## config.mk

```make
export PLATFORM = sky130hd
export DESIGN_NAME = cre_ctrl
export DESIGN_NICKNAME = d
export VERILOG_FILES = /design/src/rtl/cre_pkg.sv /design/src/rtl/cre_ctrl.sv
export SDC_FILE = /design/constraint.sdc
export NUM_CORES = 1
export LEC_CHECK = 0
export BUFFER_PORTS_ARGS = -buffer_cell sky130_fd_sc_hd__buf_2
export CORE_MARGIN = 2
export CORE_UTILIZATION = 46
export DETAILED_ROUTE_END_ITERATION = 10
export GPL_ROUTABILITY_DRIVEN = 0
export GPL_TIMING_DRIVEN = 0
export PLACE_DENSITY = 0.77
export SLEW_MARGIN = 20
export SYNTH_ARGS = -nofsm -noshare
export SYNTH_HDL_FRONTEND = slang
export SYNTH_SLANG_ARGS = --single-unit
```

## constraint.sdc

```tcl
create_clock -name clk -period 1.7 [get_ports clk]
set_clock_uncertainty 0.05 [all_clocks]
set_input_delay 0.255 -clock clk [delete_from_list [all_inputs] [get_ports clk]]
set_output_delay 0.255 -clock clk [all_outputs]
set_load 0.05 [all_outputs]
```

## src/rtl/cre_pkg.sv

```systemverilog
// Shared types and constants for the Catmull-Rom point evaluator.
package cre_pkg;

  localparam int FIELD_W = 32;
  localparam int IDX_W   = 6;
  localparam int FRAC_W  = 16;
  localparam int CNT_W   = 7;

  localparam logic [CNT_W-1:0] PC_RESET   = 7'd64;
  localparam int               MIN_POINTS = 6;

  localparam logic ACT_WRITE = 1'b0;
  localparam logic ACT_QUERY = 1'b1;

  localparam logic REG_POINT_COUNT = 1'b0;

  localparam logic [2:0] MUL_TT  = 3'd0;
  localparam logic [2:0] MUL_T2T = 3'd1;
  localparam logic [2:0] MUL_CA  = 3'd2;
  localparam logic [2:0] MUL_CB  = 3'd3;
  localparam logic [2:0] MUL_CC  = 3'd4;

  localparam logic [1:0] AXIS_X = 2'd0;
  localparam logic [1:0] AXIS_Y = 2'd1;
  localparam logic [1:0] AXIS_Z = 2'd2;

  typedef struct packed {
    logic       wr;
    logic       load;
    logic [1:0] rd_k;
    logic       cap_en;
    logic [1:0] cap_k;
    logic       mul_en;
    logic [2:0] mul_op;
    logic       t2_ld;
    logic       t3_ld;
    logic       coef_ld;
    logic [1:0] axis;
    logic       acc_add;
    logic       fin;
    logic       publish;
  } cmd_t;

endpackage

```

## src/rtl/cre_ctrl.sv

```systemverilog
// Sequencer for table reads, shared multiplier steps and result hand-off.
module cre_ctrl
  import cre_pkg::*;
(
  input  logic clk,
  input  logic rst,
  input  logic in_valid,
  input  logic in_action,
  output logic in_ready,
  input  logic out_ready,
  output logic out_valid,
  output cmd_t cmd
);

  localparam logic [3:0] S_IDLE = 4'd0;
  localparam logic [3:0] S_RD0  = 4'd1;
  localparam logic [3:0] S_RD1  = 4'd2;
  localparam logic [3:0] S_RD2  = 4'd3;
  localparam logic [3:0] S_RD3  = 4'd4;
  localparam logic [3:0] S_RD4  = 4'd5;
  localparam logic [3:0] S_COEF = 4'd6;
  localparam logic [3:0] S_M0   = 4'd7;
  localparam logic [3:0] S_M1   = 4'd8;
  localparam logic [3:0] S_M2   = 4'd9;
  localparam logic [3:0] S_M3   = 4'd10;
  localparam logic [3:0] S_DONE = 4'd11;

  logic [3:0] state, state_next;
  logic [1:0] axis, axis_next;
  logic       accept;

  assign in_ready = (state == S_IDLE);
  assign accept   = in_valid && in_ready;

  always_comb begin
    state_next = state;
    axis_next  = axis;
    cmd        = '0;
    cmd.axis   = axis;
    case (state)
      S_IDLE: begin
        if (accept) begin
          if (in_action == ACT_QUERY) begin
            cmd.load   = 1'b1;
            state_next = S_RD0;
          end else begin
            cmd.wr = 1'b1;
          end
        end
      end
      S_RD0: begin
        cmd.rd_k   = 2'd0;
        cmd.mul_en = 1'b1;
        cmd.mul_op = MUL_TT;
        state_next = S_RD1;
      end
      S_RD1: begin
        cmd.rd_k   = 2'd1;
        cmd.cap_en = 1'b1;
        cmd.cap_k  = 2'd0;
        cmd.t2_ld  = 1'b1;
        state_next = S_RD2;
      end
      S_RD2: begin
        cmd.rd_k   = 2'd2;
        cmd.cap_en = 1'b1;
        cmd.cap_k  = 2'd1;
        cmd.mul_en = 1'b1;
        cmd.mul_op = MUL_T2T;
        state_next = S_RD3;
      end
      S_RD3: begin
        cmd.rd_k   = 2'd3;
        cmd.cap_en = 1'b1;
        cmd.cap_k  = 2'd2;
        cmd.t3_ld  = 1'b1;
        state_next = S_RD4;
      end
      S_RD4: begin
        cmd.cap_en = 1'b1;
        cmd.cap_k  = 2'd3;
        axis_next  = AXIS_X;
        state_next = S_COEF;
      end
      S_COEF: begin
        cmd.coef_ld = 1'b1;
        state_next  = S_M0;
      end
      S_M0: begin
        cmd.mul_en = 1'b1;
        cmd.mul_op = MUL_CA;
        state_next = S_M1;
      end
      S_M1: begin
        cmd.mul_en  = 1'b1;
        cmd.mul_op  = MUL_CB;
        cmd.acc_add = 1'b1;
        state_next  = S_M2;
      end
      S_M2: begin
        cmd.mul_en  = 1'b1;
        cmd.mul_op  = MUL_CC;
        cmd.acc_add = 1'b1;
        state_next  = S_M3;
      end
      S_M3: begin
        cmd.fin = 1'b1;
        if (axis == AXIS_Z) begin
          state_next = S_DONE;
        end else begin
          axis_next  = axis + 2'd1;
          state_next = S_COEF;
        end
      end
      S_DONE: begin
        if (!out_valid || out_ready) begin
          cmd.publish = 1'b1;
          state_next  = S_IDLE;
        end
      end
      default: begin
        state_next = S_IDLE;
      end
    endcase
  end

  always_ff @(posedge clk) begin
    if (rst) begin
      state     <= S_IDLE;
      axis      <= AXIS_X;
      out_valid <= 1'b0;
    end else begin
      state <= state_next;
      axis  <= axis_next;
      if (cmd.publish) begin
        out_valid <= 1'b1;
      end else if (out_ready) begin
        out_valid <= 1'b0;
      end
    end
  end

  a_publish_free: assert property (@(posedge clk) disable iff (rst)
    cmd.publish |-> (!out_valid || out_ready))
    else $error("result published over a pending item");

  a_axis_range: assert property (@(posedge clk) disable iff (rst)
    (state != S_IDLE) |-> (axis != 2'd3))
    else $error("axis counter out of range");

  a_no_early_result: assert property (@(posedge clk) disable iff (rst)
    (accept && in_action == ACT_QUERY) |=> !cmd.publish)
    else $error("result published right after query accept");

  a_last_axis_done: assert property (@(posedge clk) disable iff (rst)
    (cmd.fin && axis == AXIS_Z) |=> (state == S_DONE))
    else $error("last axis did not finish the query");

endmodule

```

==> results.json <==
{
  "die_width_um": 40.9,
  "path_class": "reg -> out",
  "min_path_type": "in -> reg",
  "maxSlewViolCount": 0,
  "multi_input_area_sq_um": 524,
  "syn-mean-instance-area_sq_um": 8.34,
  "drc_errors": 0,
  "critPathMaxFanout": 8,
  "stdcell_count": 135,
  "nFillCells": 47,
  "diodes": 0,
  "num_rows": 13,
  "synth_edf_count": 0,
  "initial_core_util": 0.487,
  "rsz0062_at_grt": "true",
  "clk_pin_slew_ns": 0.05,
  "ys_types": 38,
  "arrival_ns": 1.47,
  "root_buffer": "clkbuf_4",
  "synthFlopType": "dfxtp_1",
  "status": "complete, but fails checks",
  "syn_nets": 81,
  "dp_cells": 115,
  "ios": 26,
  "antenna_found_initial": 0,
  "hold_viol": 0,
  "hpwl_um": 1060,
  "setup_viol": 8,
  "drive_gt1_frac": 0.642,
  "fin_tns_setup_ns": -0.280,
  "max_freq_ghz": 0.563,
  "clockBufferDepth": 2,
  "grt.total_usage": 0.220,
  "cap_violations": 0,
  "die-area_sq_mm": 0.00167,
  "htreeDepth": 1,
  "grt_pass1_wl_um": 2390,
  "first_pass_iters": 4,
  "area_growth_pct": 90.0,
  "tightest_slew_ns": 0.303,
  "ys_async_sr_fraction": 0,
  "ir_worst_vdd_uv": 623,
  "wl_per_cell_um": 18.5,
  "synthCells": 75,
  "vias": 808,
  "detail-route-antenna-nets": 0,
  "fin_crit_sh": 1.05,
  "regArea_sq_um": 146,
  "core_sq_mm": 0.00128,
  "cts_buffers": 3,
  "overflow": 0,
  "wl_um": 2500,
  "drt_iter0_markers": 15,
  "clock_latency_ns": 0.25,
  "fin_ws_ns": -0.0772,
  "final_common_cell": "buf_4",
  "io_buffers": 25,
  "clock-sinks": 7,
  "p_leak_nw": 0.551,
  "power.density_mw_per_mm2": 712,
  "grt_max_degree": 11,
  "yosys_warnings": 0,
  "syn_area_sq_um": 626,
  "relSlewSlack": 0.796,
  "vias_per_cell": 5.99,
  "ys_seq_elements": 7,
  "layout.nets": 127,
  "min_period_ns": 1.78,
  "ys_seq_area_frac": 0.224,
  "grt_pass1_vias": 557,
  "required_ns": 1.39,
  "die_y_um": 40.9,
  "cts_tree": "done",
  "hold_buffers": 0,
  "crit_path_start_kind": "flip-flop",
  "endpoint_kind": "primary output",
  "layout_common_cells": "buf_4, buf_2, buf_6, buf_8, a21oi_1",
  "failed_checks": "negative setup slack"
}
## cells by family after synthesis
group,count (synthesis),synth area share
and+or+nand+nor,34,0.400
AOI/OAI and AO/OA,21,0.224
buffers and inverters,11,0.118
DFF,7,0.224
xor gates and xnor gates,1,0.0140
adders and majority gates,1,0.0200
## final timing paths
check,endpoint,slack (ns),start,cells after the start
worst min register to register,axis[0]$_SDFFE_PP0P_,0.49,axis[0]$_SDFFE_PP0P_,2
worst max register to register,axis[1]$_SDFFE_PP0P_,0.22,state[1]$_SDFFE_PP0P_,5
worst min-delay path,state[2]$_SDFFE_PP0P_,0.22,rst,2
worst max-delay path,cmd[18],-0.08,state[0]$_SDFFE_PP0P_,5
## worst max-delay path, cell delays in order, from the launching register on
cell	delay (ns)
dfxtp_2	0.33
buf_8	0.14
nor4_4	0.35
nand2_1	0.14
nor2_4	0.11
buf_8	0.15
## where the power goes
group          switching, mW  total, mW  internal [mW]
clock                 0.0623      0.152         0.0896
combinational          0.292      0.514          0.222
sequential           0.00729      0.181          0.173
## cell usage after synthesis (2+ instances only)
| library cell | instances | area share |
|---|---|---|
| nand2_1 | 5 | 0.030 |
| a21oi_1 | 9 | 0.072 |
| nor3_1 | 2 | 0.016 |
| nand2b_1 | 4 | 0.040 |
| a21o_1 | 2 | 0.024 |
| a211o_1 | 3 | 0.042 |
| buf_2 | 2 | 0.016 |
| nor2_1 | 6 | 0.036 |
| o211ai_1 | 2 | 0.024 |
| and2_1 | 2 | 0.020 |
| dfxtp_1 | 7 | 0.22 |
| buf_4 | 2 | 0.024 |
| inv_1 | 2 | 0.012 |
| buf_6 | 3 | 0.054 |
## stage by stage
| stage | worst slack (ns) | area [sq um] | utilization | total power, mW | hold WS (ns) |
|---|---|---|---|---|---|
| after floorplan | -0.395 | 672 | - | 0.463 | 0.274 |
| after global placement | -0.0769 | 816 | 0.635 | 0.520 | 0.433 |
| after detailed placement | -0.116 | 816 | 0.635 | 0.524 | 0.453 |
| after CTS | -0.0952 | 1010 | 0.787 | 0.756 | 0.197 |
| after global routing | -0.138 | 1190 | 0.925 | 0.880 | 0.207 |
| final | -0.0772 | 1190 | 0.925 | 0.847 | 0.217 |
## registers in the layout, summed over array words and instances (netlist names)
| name | cells |
|---|---|
| out_valid | 1 |
| axis | 2 |
| state | 4 |
## area by class of cell
class,instances,share of cell area
flip-flops and latches,7,0.123
repair buffers,41,0.285
clock buffers,4,0.0221
plain buffers,8,0.103
multi-input cells,57,0.441
inverters,3,0.00947
well taps,15,0.0158
## layer usage
metal / track usage / wire, um
met5: 0 / 0
met4: 0.125 / 99
met3: 0.0326 / 90
met2: 0.367 / 1290
met1: 0.265 / 1020
## what timing repair did
item                                    in CTS  in global routing
endpoints found under the setup margin      14                 14
pin swaps                                    4                  9
resized for setup                           30                 30
gates cloned                                 1                  1
setup buffers                                8                  6
Note: power is estimated with default switching activity, not from simulation.
